==> config.mk <==
export PLATFORM = sky130hd
export DESIGN_NAME = format_escape_scanner
export DESIGN_NICKNAME = d
export VERILOG_FILES = /design/src/hdl/fes_pkg.sv /design/src/hdl/fes_decode.sv /design/src/hdl/format_escape_scanner.sv
export SDC_FILE = /design/constraint.sdc
export NUM_CORES = 1
export LEC_CHECK = 0
export ABC_AREA = 1
export BUFFER_PORTS_ARGS = -buffer_cell sky130_fd_sc_hd__buf_2
export CAP_MARGIN = 40
export CORE_ASPECT_RATIO = 1.4
export CORE_MARGIN = 2
export CORE_UTILIZATION = 58
export DETAILED_ROUTE_END_ITERATION = 10
export GPL_TIMING_DRIVEN = 0
export PLACE_DENSITY = 0.81
export SLEW_MARGIN = 15
export SYNTH_ARGS = -nofsm -noshare
export SYNTH_HDL_FRONTEND = slang
export SYNTH_SLANG_ARGS = --single-unit
==> constraint.sdc <==
create_clock -name clk -period 5.8 [get_ports clk]
set_input_delay 1.16 -clock clk [delete_from_list [all_inputs] [get_ports clk]]
set_output_delay 1.16 -clock clk [all_outputs]
set_load 0.01 [all_outputs]
==> src/hdl/fes_pkg.sv <==
// ----------------------------------------------------------------------------
// fes_pkg
// Shared types and constants for the format escape scanner.
// ----------------------------------------------------------------------------
package fes_pkg;

  localparam int MAX_ARG_INDEX_DEF = 255;

  localparam logic [2:0] MODE_IDLE = 3'd0;
  localparam logic [2:0] MODE_ESC  = 3'd1;
  localparam logic [2:0] MODE_PCT  = 3'd2;
  localparam logic [2:0] MODE_HEX  = 3'd3;
  localparam logic [2:0] MODE_OCT  = 3'd4;

  localparam logic KIND_LIT  = 1'b0;
  localparam logic KIND_CONV = 1'b1;

  localparam logic [2:0] SPEC_S  = 3'd0;
  localparam logic [2:0] SPEC_D  = 3'd1;
  localparam logic [2:0] SPEC_I  = 3'd2;
  localparam logic [2:0] SPEC_U  = 3'd3;
  localparam logic [2:0] SPEC_X  = 3'd4;
  localparam logic [2:0] SPEC_UX = 3'd5;
  localparam logic [2:0] SPEC_O  = 3'd6;
  localparam logic [2:0] SPEC_C  = 3'd7;

  localparam logic REG_ARG_COUNT = 1'b0;

  typedef struct packed {
    logic [2:0] mode;
    logic [1:0] dcnt;
    logic [8:0] dval;
    logic [7:0] narg;
  } scan_t;

  typedef struct packed {
    logic       kind;
    logic [7:0] byte_out;
    logic [2:0] spec;
    logic [7:0] arg_number;
    logic       arg_present;
    logic       end_of_string;
    logic       last_of_run;
  } res_t;

  function automatic res_t mk_lit(input logic [7:0] b);
    res_t r;
    r = '0;
    r.kind = KIND_LIT;
    r.byte_out = b;
    return r;
  endfunction

endpackage

==> src/hdl/fes_decode.sv <==
// ----------------------------------------------------------------------------
// fes_decode
// Next-state and result decode for one format string character.
// ----------------------------------------------------------------------------
module fes_decode #(
  parameter int MAX_ARG_INDEX = fes_pkg::MAX_ARG_INDEX_DEF
) (
  input  logic [7:0]     char_in,
  input  logic           is_last,
  input  logic [7:0]     arg_count,
  input  fes_pkg::scan_t cur,
  output fes_pkg::scan_t nxt,
  output logic [1:0]     res_n,
  output fes_pkg::res_t  res0,
  output fes_pkg::res_t  res1
);

  localparam logic [7:0] ARG_LIMIT = (MAX_ARG_INDEX < 255) ? 8'(MAX_ARG_INDEX) : 8'd255;

  fes_pkg::res_t res_v [2];
  logic [1:0]    n_v;
  logic          idle_v;
  logic          hex_ok;
  logic [3:0]    hex_d;
  logic          oct_ok;
  logic [2:0]    oct_d;
  logic          spec_ok;
  logic [2:0]    spec_v;
  logic          present;
  logic [8:0]    nval;
  logic [1:0]    ncnt;
  fes_pkg::scan_t s;

  always_comb begin
    hex_ok = 1'b1;
    hex_d  = 4'd0;
    if (char_in >= "0" && char_in <= "9") begin
      hex_d = 4'(char_in - "0");
    end else if (char_in >= "a" && char_in <= "f") begin
      hex_d = 4'(char_in - "a" + 8'd10);
    end else if (char_in >= "A" && char_in <= "F") begin
      hex_d = 4'(char_in - "A" + 8'd10);
    end else begin
      hex_ok = 1'b0;
    end
    oct_ok = (char_in >= "0") && (char_in <= "7");
    oct_d  = char_in[2:0];
  end

  always_comb begin
    spec_ok = 1'b1;
    case (char_in)
      "s":     spec_v = fes_pkg::SPEC_S;
      "d":     spec_v = fes_pkg::SPEC_D;
      "i":     spec_v = fes_pkg::SPEC_I;
      "u":     spec_v = fes_pkg::SPEC_U;
      "x":     spec_v = fes_pkg::SPEC_X;
      "X":     spec_v = fes_pkg::SPEC_UX;
      "o":     spec_v = fes_pkg::SPEC_O;
      "c":     spec_v = fes_pkg::SPEC_C;
      default: begin
        spec_v  = fes_pkg::SPEC_S;
        spec_ok = 1'b0;
      end
    endcase
  end

  always_comb begin
    s        = cur;
    n_v      = 2'd0;
    res_v[0] = '0;
    res_v[1] = '0;
    idle_v   = 1'b0;
    present  = 1'b0;
    nval     = '0;
    ncnt     = '0;

    case (cur.mode)
      fes_pkg::MODE_ESC: begin
        s.mode = fes_pkg::MODE_IDLE;
        case (char_in)
          "n": begin res_v[0] = fes_pkg::mk_lit(8'd10); n_v = 2'd1; end
          "t": begin res_v[0] = fes_pkg::mk_lit(8'd9);  n_v = 2'd1; end
          "r": begin res_v[0] = fes_pkg::mk_lit(8'd13); n_v = 2'd1; end
          "a": begin res_v[0] = fes_pkg::mk_lit(8'd7);  n_v = 2'd1; end
          "b": begin res_v[0] = fes_pkg::mk_lit(8'd8);  n_v = 2'd1; end
          "f": begin res_v[0] = fes_pkg::mk_lit(8'd12); n_v = 2'd1; end
          "v": begin res_v[0] = fes_pkg::mk_lit(8'd11); n_v = 2'd1; end
          "x": begin
            if (is_last) begin
              res_v[0] = fes_pkg::mk_lit(8'd0);
              n_v = 2'd1;
            end else begin
              s.mode = fes_pkg::MODE_HEX;
              s.dcnt = 2'd0;
              s.dval = '0;
            end
          end
          default: begin
            if (oct_ok) begin
              if (is_last) begin
                res_v[0] = fes_pkg::mk_lit({5'd0, oct_d});
                n_v = 2'd1;
              end else begin
                s.mode = fes_pkg::MODE_OCT;
                s.dcnt = 2'd1;
                s.dval = {6'd0, oct_d};
              end
            end else begin
              res_v[0] = fes_pkg::mk_lit(char_in);
              n_v = 2'd1;
            end
          end
        endcase
      end
      fes_pkg::MODE_PCT: begin
        s.mode = fes_pkg::MODE_IDLE;
        if (char_in == "%") begin
          res_v[0] = fes_pkg::mk_lit("%");
          n_v = 2'd1;
        end else begin
          present = cur.narg < arg_count;
          if (present && cur.narg < ARG_LIMIT) s.narg = cur.narg + 8'd1;
          if (spec_ok) begin
            res_v[0] = '0;
            res_v[0].kind        = fes_pkg::KIND_CONV;
            res_v[0].spec        = spec_v;
            res_v[0].arg_number  = cur.narg;
            res_v[0].arg_present = present;
            n_v = 2'd1;
          end else begin
            res_v[0] = fes_pkg::mk_lit("%");
            res_v[1] = fes_pkg::mk_lit(char_in);
            n_v = 2'd2;
          end
        end
      end
      fes_pkg::MODE_HEX: begin
        if (hex_ok) begin
          nval   = {1'b0, cur.dval[3:0], hex_d};
          ncnt   = cur.dcnt + 2'd1;
          s.dval = nval;
          s.dcnt = ncnt;
          if (ncnt >= 2'd2 || is_last) begin
            res_v[0] = fes_pkg::mk_lit(nval[7:0]);
            n_v = 2'd1;
            s.mode = fes_pkg::MODE_IDLE;
          end
        end else begin
          res_v[0] = fes_pkg::mk_lit(cur.dval[7:0]);
          n_v = 2'd1;
          idle_v = 1'b1;
        end
      end
      fes_pkg::MODE_OCT: begin
        if (oct_ok) begin
          nval   = {cur.dval[5:0], oct_d};
          ncnt   = cur.dcnt + 2'd1;
          s.dval = nval;
          s.dcnt = ncnt;
          if (ncnt == 2'd3 || is_last) begin
            res_v[0] = fes_pkg::mk_lit(nval[7:0]);
            n_v = 2'd1;
            s.mode = fes_pkg::MODE_IDLE;
          end
        end else begin
          res_v[0] = fes_pkg::mk_lit(cur.dval[7:0]);
          n_v = 2'd1;
          idle_v = 1'b1;
        end
      end
      default: idle_v = 1'b1;
    endcase

    if (idle_v) begin
      s.mode = fes_pkg::MODE_IDLE;
      if (char_in == "\\") begin
        if (is_last) begin
          res_v[n_v[0]] = fes_pkg::mk_lit(8'd0);
          n_v = n_v + 2'd1;
        end else begin
          s.mode = fes_pkg::MODE_ESC;
        end
      end else if (char_in == "%") begin
        if (is_last) begin
          res_v[n_v[0]] = fes_pkg::mk_lit("%");
          n_v = n_v + 2'd1;
        end else begin
          s.mode = fes_pkg::MODE_PCT;
        end
      end else begin
        res_v[n_v[0]] = fes_pkg::mk_lit(char_in);
        n_v = n_v + 2'd1;
      end
    end

    if (is_last) begin
      s.mode = fes_pkg::MODE_IDLE;
      s.narg = '0;
    end
    if (s.mode == fes_pkg::MODE_IDLE || s.mode == fes_pkg::MODE_ESC ||
        s.mode == fes_pkg::MODE_PCT) begin
      s.dcnt = '0;
      s.dval = '0;
    end

    if (n_v == 2'd2) begin
      res_v[1].last_of_run   = 1'b1;
      res_v[1].end_of_string = is_last;
    end else if (n_v == 2'd1) begin
      res_v[0].last_of_run   = 1'b1;
      res_v[0].end_of_string = is_last;
    end
  end

  assign nxt   = s;
  assign res_n = n_v;
  assign res0  = res_v[0];
  assign res1  = res_v[1];

endmodule

==> src/hdl/format_escape_scanner.sv <==
// ----------------------------------------------------------------------------
// format_escape_scanner
// Decodes a printf-style format string into literal bytes and conversions.
// ----------------------------------------------------------------------------
//  channel  | ports                      | moves
//  ---------+----------------------------+--------------------------------
//  in       | in_valid / in_stall        | one character word
//  out      | out_valid / out_stall      | one result word (literal/conv)
//  cfg      | psel penable pwrite paddr  | arg_count register at 0x0
//
// One character per cycle while in_stall is low; a character yielding two results
// emits them as two output words, absorbed by a four-word result queue.
// in_stall rises when fewer than two queue slots are free.
// Synchronous active-low reset clears scan state, queue and arg_count.
// Results stay stable while out_stall is high.
module format_escape_scanner #(
  parameter int MAX_ARG_INDEX = fes_pkg::MAX_ARG_INDEX_DEF
) (
  input  logic        clk,
  input  logic        rst_n,
  input  logic        in_valid,
  output logic        in_stall,
  input  logic [7:0]  in_char_in,
  input  logic        in_is_last,
  output logic        out_valid,
  input  logic        out_stall,
  output logic        out_kind,
  output logic [7:0]  out_byte_out,
  output logic [2:0]  out_spec,
  output logic [7:0]  out_arg_number,
  output logic        out_arg_present,
  output logic        out_end_of_string,
  output logic        out_last_of_run,
  input  logic        psel,
  input  logic        penable,
  input  logic        pwrite,
  input  logic [2:0]  paddr,
  input  logic [31:0] pwdata,
  output logic [31:0] prdata,
  output logic        pready
);

  fes_pkg::scan_t scan_r, scan_nxt;
  fes_pkg::res_t  res0, res1;
  fes_pkg::res_t  q_r [4];
  fes_pkg::res_t  head;
  logic [1:0]     res_n;
  logic [1:0]     wr_ptr_r, rd_ptr_r;
  logic [2:0]     cnt_r, cnt_nxt;
  logic [7:0]     arg_count_r;
  logic           push, pop;

  fes_decode #(
    .MAX_ARG_INDEX (MAX_ARG_INDEX)
  ) u_decode (
    .char_in   (in_char_in),
    .is_last   (in_is_last),
    .arg_count (arg_count_r),
    .cur       (scan_r),
    .nxt       (scan_nxt),
    .res_n     (res_n),
    .res0      (res0),
    .res1      (res1)
  );

  assign in_stall  = cnt_r > 3'd2;
  assign push      = in_valid && !in_stall;
  assign out_valid = cnt_r != 3'd0;
  assign pop       = out_valid && !out_stall;

  always_comb begin
    cnt_nxt = cnt_r;
    if (push) cnt_nxt = cnt_nxt + {1'b0, res_n};
    if (pop)  cnt_nxt = cnt_nxt - 3'd1;
  end

  always_ff @(posedge clk) begin
    if (!rst_n) begin
      scan_r   <= '0;
      wr_ptr_r <= '0;
      rd_ptr_r <= '0;
      cnt_r    <= '0;
    end else begin
      if (push) begin
        scan_r   <= scan_nxt;
        wr_ptr_r <= wr_ptr_r + res_n;
      end
      if (pop) rd_ptr_r <= rd_ptr_r + 2'd1;
      cnt_r <= cnt_nxt;
    end
  end

  always_ff @(posedge clk) begin
    if (push && res_n != 2'd0) q_r[wr_ptr_r] <= res0;
    if (push && res_n == 2'd2) q_r[wr_ptr_r + 2'd1] <= res1;
  end

  assign head              = q_r[rd_ptr_r];
  assign out_kind          = head.kind;
  assign out_byte_out      = head.byte_out;
  assign out_spec          = head.spec;
  assign out_arg_number    = head.arg_number;
  assign out_arg_present   = head.arg_present;
  assign out_end_of_string = head.end_of_string;
  assign out_last_of_run   = head.last_of_run;

  // config register
  always_ff @(posedge clk) begin
    if (!rst_n) begin
      arg_count_r <= '0;
    end else if (psel && penable && pwrite && paddr[2] == fes_pkg::REG_ARG_COUNT) begin
      arg_count_r <= pwdata[7:0];
    end
  end

  assign pready = 1'b1;
  assign prdata = (paddr[2] == fes_pkg::REG_ARG_COUNT) ? {24'd0, arg_count_r} : 32'd0;

endmodule

==> results of run 1 <==
==> through the flow <==
step	cells	hold slack [ns]	setup slack [ns]	total power [mW]
final	1275	0.467	1.14	4.24
after global routing	1275	0.491	0.899	4.50
after CTS	1275	0.472	1.19	4.23
after detailed placement	1243	0.463	0.770	3.20
after global placement	1241	0.457	-1.25	3.11
after floorplan	1008	0.445	0.935	2.62
==> layer usage <==
layer	global-route usage	vias to the layer above
li1	-	3512
met1	0.373	3341
met2	0.502	347
met3	0.0496	72
met4	0.142	0
met5	0	-
==> worst max-delay path by stage <==
stage                             start         end  slack, ns  cells past startpoint
after floorplan           in_char_in[0]   q_r[0][0]       0.94                     15
after global placement    in_char_in[0]  q_r[0][20]      -1.25                     16
after detailed placement  in_char_in[0]    cnt_r[1]       0.77                     22
after CTS                 in_char_in[0]    cnt_r[1]       1.19                     22
after global routing      in_char_in[0]    cnt_r[1]       0.90                     22
final                     in_char_in[0]    cnt_r[1]       1.14                     22
==> flip-flops by register name, indices dropped and copies added (netlist names), named ones only <==
name,flops
q_r,92
arg_count_r,8
scan_r,21
wr_ptr_r,2
cnt_r,3
rd_ptr_r,2
==> cell type report <==
cell class / instances / area (um2)
Multi-Input combinational cell: 736 / 3690
Sequential cell: 130 / 3520
Clock inverter: 15 / 144
Fill cell: 1097 / 4210
Clock buffer: 17 / 425
Tap cell: 182 / 228
Timing Repair Buffer: 53 / 310
Buffer: 61 / 359
Inverter: 81 / 304
==> power by group through the flow <==
stage | Sequential, mW | Combinational (mW) | Clock (mW)
finish | 1.44 | 1.77 | 1.03
global placement | 1.48 | 1.63 | 0
global route | 1.46 | 1.96 | 1.07
CTS | 1.44 | 1.75 | 1.03
floorplan | 1.45 | 1.18 | 0
detailed placement | 1.46 | 1.74 | 0
==> cell usage in the layout (no fill, tap or decap), types with 6 or more instances in the layout <==
| cell | Yosys | layout |
|---|---|---|
| o21ai_1 | 13 | 13 |
| dfxtp_1 | 38 | 38 |
| clkbuf_16 | 0 | 17 |
| nor2_4 | 6 | 6 |
| buf_4 | 25 | 25 |
| o22ai_1 | 23 | 23 |
| nor2_1 | 147 | 147 |
| edfxtp_1 | 92 | 92 |
| a21oi_1 | 45 | 45 |
| nand3_1 | 82 | 82 |
| clkbuf_1 | 22 | 22 |
| inv_1 | 65 | 65 |
| nand4_1 | 11 | 11 |
| buf_2 | 5 | 56 |
| ha_1 | 17 | 17 |
| inv_2 | 13 | 13 |
| nand2_1 | 194 | 194 |
| nor3_1 | 11 | 11 |
| conb_1 | 2 | 25 |
| o21ai_0 | 107 | 103 |
==> worst reg2reg max path, delay by kind of cell (launching register included) <==
family                     cells  cell delay (ns)
adders and majority gates      4             1.19
and+or+nand+nor                8             1.33
buffers and inverters          4             0.29
DFF                            1             0.32
AOI/OAI and AO/OA              4             0.69
==> logic make-up after synthesis <==
family	Yosys count	synth area share
and+or+nand+nor	474	0.270
xor gates and xnor gates	5	0.00565
other	2	0.000969
DFF	130	0.455
AOI/OAI and AO/OA	214	0.153
adders and majority gates	18	0.0300
buffers and inverters	142	0.0856
==> impl_metrics.py, run 1 <==
metrics = {
    "die": {
        "die_area_um2": 14300,
        "fp-row-count": 50,
        "die_h_um": 141,
        "start_util": 0.587,
        "die_w_um": 102,
        "fp.coreArea_um2": 13200,
        "io_pins": 109,
    },
    "placement": {
        "placed_cell_area_um2": 8420,
        "place_hpwl_um": 15200,
        "routabilityCongestion": 1.00,
        "portBuffers": 51,
    },
    "routing": {
        "drt-met1-wl_um": 7930,
        "ant_nets": 0,
        "met3_length_um": 1490,
        "wire_per_inst_um": 16.2,
        "drt_wl_total_um": 20700,
        "routed.top_layer": "met4",
        "drt_first_pass_iters": 6,
        "met2_wirelength_um": 10500,
        "drt_drc_violations_left": 0,
        "viasPerCell": 5.70,
        "vias": 7272,
        "drtIter0Drc": 531,
    },
    "critical_path": {
        "crit_fanout": 11,
        "critPathKind": "in -> reg",
        "worst_r2r_path_depth": 20,
        "crit_family": "simple AND/OR/NAND/NOR gates",
        "critPathCaptureType": "flop",
        "crit_top_cell": "nand2_1",
        "crit_slowest_cell": "fa_1",
        "arrival_ns": 5.02,
        "rr_endpoint": "cnt_r[1]",
        "start_kind": "input port",
        "crit_path_max_incr_delay_ns": 0.44,
        "path_cells": "buf_2 -> clkinv_1 -> ha_1 -> inv_1 -> nor2_1 -> nand2_1 -> o21ai_0 -> nor2_1 -> nand3_1 -> nand2_1 -> nand2_1 -> nor2_4 -> nand2_1 -> nand2_4 -> inv_2 -> ha_1 -> fa_1 -> o21ai_0 -> ha_1 -> nand2_1 -> nand2_1 -> a21oi_1",
        "cp.required_ns": 6.16,
        "rrSetupSlack_ns": 1.93,
        "timing.rr.start": "scan_r[17]",
        "critPathBufInv": 4,
    },
    "cells_and_area": {
        "syn_to_final_growth_pct": 16.0,
        "post-route-util": 0.681,
        "fin_area_um2": 8990,
        "fin_nets": 1149,
        "drive_gt1_frac": 0.153,
        "antenna_cells": 0,
    },
    "pwr": {
        "p_seq_frac": 0.341,
        "ir_drop_v": 0.000333,
        "combinationalPowerShare": 0.417,
        "power.share.switching": 0.418,
        "leakagePower_nw": 3.64,
        "clockPowerShare": 0.243,
        "powerDensity_nw_per_um2": 472,
        "p_int_mw": 2.47,
        "power.switching_mw": 1.77,
    },
    "global_route": {
        "grt_pass1_vias": 6869,
        "track_usage": 0.300,
        "grt-ovfl-total": 0,
        "grt_pass1_wl_um": 33600,
        "antenna_found_initial": 0,
        "grt_start_max_net_pins": 24,
    },
    "logic_synthesis": {
        "syn-cell-area_um2": 7750,
        "netlist_instances": 985,
        "yosys-top-cells-area": "edfxtp_1 36%, dfxtp_1 9.8%, nand2_1 9.4%",
        "synth-seq-area-share": 0.455,
        "netlist.area_leader.share": 0.357,
        "synth_warnings": 0,
        "synthArstFlopShare": 0,
        "synth_most_common_cell": "nand2_1",
        "synth_edf_count": 92,
        "yosysUniqueCellTypes": 48,
        "ys_ff_latch": 130,
        "yosys.area.top_type": "edfxtp_1",
        "synth_flop_cell": "edfxtp_1",
        "synth_commonest_cells": "194 x nand2_1, 147 x nor2_1, 107 x o21ai_0",
        "synth.avg_cell_area_um2": 7.87,
    },
    "sta": {
        "slew_viol_final": 0,
        "clock_skew_ns": 0.0146,
        "setup_viol": 0,
        "fin_crit_sh": 0.804,
        "fin_crit_ns": 4.66,
        "fmax_ghz": 0.215,
        "rsz0062_at_grt": "false",
        "slew_headroom": 0.412,
        "hold_viol": 0,
        "worst_pin_slew_ns": 0.879,
        "setup-tns-final_ns": 0,
    },
    "cts": {
        "clk_pin_slew_worst_paths_ns": 0.06,
        "post-cts-setup-buffer-count": 0,
        "ctsHoldBuffers": 0,
        "cts_inserted_buffers": 17,
        "clk_latency_ns": 0.43,
        "cts_tree": "done",
        "clock_path_buffers": 2,
        "clockRootBuffer": "clkbuf_16",
        "cts_max_level": 4,
        "clock-sinks": 130,
        "ctsResizeCount": 0,
    },
    "min_path": {
        "hp-class": "reg -> reg",
        "hold_depth": 2,
        "hold_end": "scan_r[17]",
        "worstHoldStart": "scan_r[17]",
    },
    "job": {
        "max_cap_violations": 0,
    },
    "run_status": {
        "outcome": "completed",
    },
}
Power figures use the tool's default switching activity.
==> run 2, diff against run 1 <==
clock period = 4.4 ns   (was 5.8 ns; I/O delays follow)
==> run 2 against run 1 <==
  * Worst setup slack got worse by 0.85 ns
  * Flip-flop and latch count unchanged
  * Final cell count increased by 0.16%
  * Clock power increased by 32%
  * Via count increased by 0.36%
  * First-iteration DRC count decreased by 7.5%
  * Register-to-register slack got worse by 1.3 ns
  * Core utilization increased by 0.14 points
  * Sequential power increased by 32%
  * Combinational power increased by 32%
  * Critical path type unchanged
  * Highest routed layer unchanged
==> impl_metrics.py, run 2 (same netlist as run 1, synthesis figures left out) <==
metrics = {
    "cts": {
        "clk_latency_ns": 0.43,
        "ctsHoldBuffers": 0,
        "cts_inserted_buffers": 17,
        "clockRootBuffer": "clkbuf_16",
        "clk_pin_slew_worst_paths_ns": 0.06,
        "cts_tree": "done",
        "cts_max_level": 4,
        "clock-sinks": 130,
        "clock_path_buffers": 2,
    },
    "routing": {
        "viasPerCell": 5.71,
        "ant_nets": 0,
        "drt_wl_total_um": 20700,
        "drtIter0Drc": 491,
        "drt_drc_violations_left": 0,
        "vias": 7298,
        "wire_per_inst_um": 16.2,
        "drt_first_pass_iters": 5,
    },
    "critical_path": {
        "critPathKind": "in -> reg",
        "path_cells": "buf_2 -> inv_1 -> ha_1 -> inv_1 -> nor2_1 -> nand2_1 -> o21ai_1 -> nor2_1 -> nand3_1 -> nand2_1 -> nand2_1 -> nor2_4 -> nand2_1 -> nand2_4 -> inv_2 -> ha_1 -> fa_1 -> o21ai_1 -> ha_1 -> nand2_1 -> nand2_1 -> a21oi_1",
        "crit_top_cell": "nand2_1",
        "crit_path_max_incr_delay_ns": 0.45,
        "cp.required_ns": 4.76,
        "critPathBufInv": 4,
        "crit_fanout": 9,
        "rr_endpoint": "cnt_r[1]",
        "start_kind": "input port",
        "cp.depth": 22,
        "worst_r2r_path_depth": 20,
        "crit_slowest_cell": "fa_1",
        "arrival_ns": 4.47,
        "critPathCaptureType": "flop",
        "timing.rr.start": "scan_r[17]",
        "rrSetupSlack_ns": 0.62,
        "crit_family": "simple AND/OR/NAND/NOR gates",
    },
    "placement": {
        "pre_cts_ws_ns": -0.350,
        "place_hpwl_um": 15200,
        "portBuffers": 51,
        "routabilityCongestion": 1.00,
    },
    "die": {
        "start_util": 0.587,
        "io_pins": 109,
        "fp.coreArea_um2": 13200,
        "die_area_um2": 14300,
        "fp-row-count": 50,
        "die_w_um": 102,
        "die_h_um": 141,
    },
    "sta": {
        "fin_crit_ns": 4.11,
        "slew_viol_final": 0,
        "worst_pin_slew_ns": 0.849,
        "fin_crit_sh": 0.933,
        "setup_viol": 0,
        "setup_ws_ns": 0.294,
        "fmax_ghz": 0.244,
        "rsz0062_at_grt": "false",
        "hold_viol": 0,
        "clock_skew_ns": 0.0141,
        "slew_headroom": 0.432,
    },
    "min_path": {
        "worstHoldStart": "scan_r[17]",
        "hp-class": "reg -> reg",
        "hold_depth": 2,
        "hold_end": "scan_r[17]",
    },
    "pwr": {
        "ir_drop_v": 0.000438,
        "powerDensity_nw_per_um2": 621,
        "leakagePower_nw": 3.65,
    },
    "cells_and_area": {
        "layout_common_cells": "194 x nand2_1, 147 x nor2_1, 102 x o21ai_0",
        "syn_to_final_growth_pct": 16.2,
        "top_register": "q_r",
        "top_regs": "q_r x92, scan_r x21, arg_count_r x8",
        "final_common_cell": "nand2_1",
        "post-route-util": 0.682,
        "drive_gt1_frac": 0.155,
        "largest_reg_flops": 92,
        "antenna_cells": 0,
        "fin_nets": 1151,
    },
    "global_route": {
        "grt-ovfl-total": 0,
        "grt_pass1_vias": 6869,
        "grt_start_max_net_pins": 24,
        "grt_pass1_wl_um": 33600,
        "track_usage": 0.300,
        "antenna_found_initial": 0,
    },
    "job": {
        "max_cap_violations": 0,
    },
    "run_status": {
        "outcome": "completed",
    },
}
==> run 2: what timing repair did <==
action	CTS	global route
endpoints found under the setup margin	0	48
setup buffers	0	2
resized for setup	0	2
==> run 2: stage by stage <==
step / cell area, um2 / hold WS, ns / power (mW) / setup TNS (ns) / instances
floorplan: 7830 / 0.445 / 3.46 / -16.98 / 1008
global placement: 8320 / 0.457 / 4.10 / -204.24 / 1241
detailed placement: 8420 / 0.463 / 4.22 / -23.95 / 1243
CTS: 8990 / 0.472 / 5.57 / 0 / 1275
global route: 9000 / 0.491 / 5.93 / 0 / 1277
finish: 9000 / 0.467 / 5.60 / 0 / 1277
==> run 2: worst register-to-register path: cells and delay by family, from the launching register on <==
kind                     cells  cell delay (ns)
AO/OA/AOI/OAI                4             0.62
adder cells (fa/ha/maj)      4             1.18
buffers and inverters        4             0.29
flip-flops                   1             0.32
AND/OR/NAND/NOR              8             1.31
==> run 2: cell type report <==
type / count / area [um2]
fill: 1101 / 4200
inverter: 81 / 308
sequential: 130 / 3520
multi-input combinational: 736 / 3690
timing repair buffer: 55 / 325
clock inverter: 15 / 144
clock buffer: 17 / 425
buffer: 61 / 359
tap: 182 / 228
==> run 2: per-layer routing <==
metal | vias up | GRT usage | share of wire
li1 | 3511 | - | -
met4 | 0 | 0.142 | 0.041
met3 | 77 | 0.0496 | 0.073
met2 | 355 | 0.502 | 0.50
met5 | - | 0 | 0
met1 | 3355 | 0.373 | 0.38
==> run 2: how the worst max path moves through the flow <==
stage | from | end | slack [ns]
6_report | in_char_in[1] | cnt_r[1] | 0.29
5_1_grt | in_char_in[1] | cnt_r[1] | 0.06
4_1_cts | in_char_in[0] | cnt_r[1] | 0.07
3_5_place_dp | in_char_in[0] | cnt_r[1] | -0.35
3_3_place_gp | in_char_in[0] | q_r[0][20] | -2.37
2_1_floorplan | in_char_in[0] | q_r[0][0] | -0.18
==> run 2: power by group <==
group / leakage [nW] / internal, mW / switching, mW
Sequential: 1.17 / 1.79 / 0.118
Clock: 0.273 / 0.749 / 0.612
Combinational: 2.21 / 0.722 / 1.61
Total: 3.65 / 3.26 / 2.34
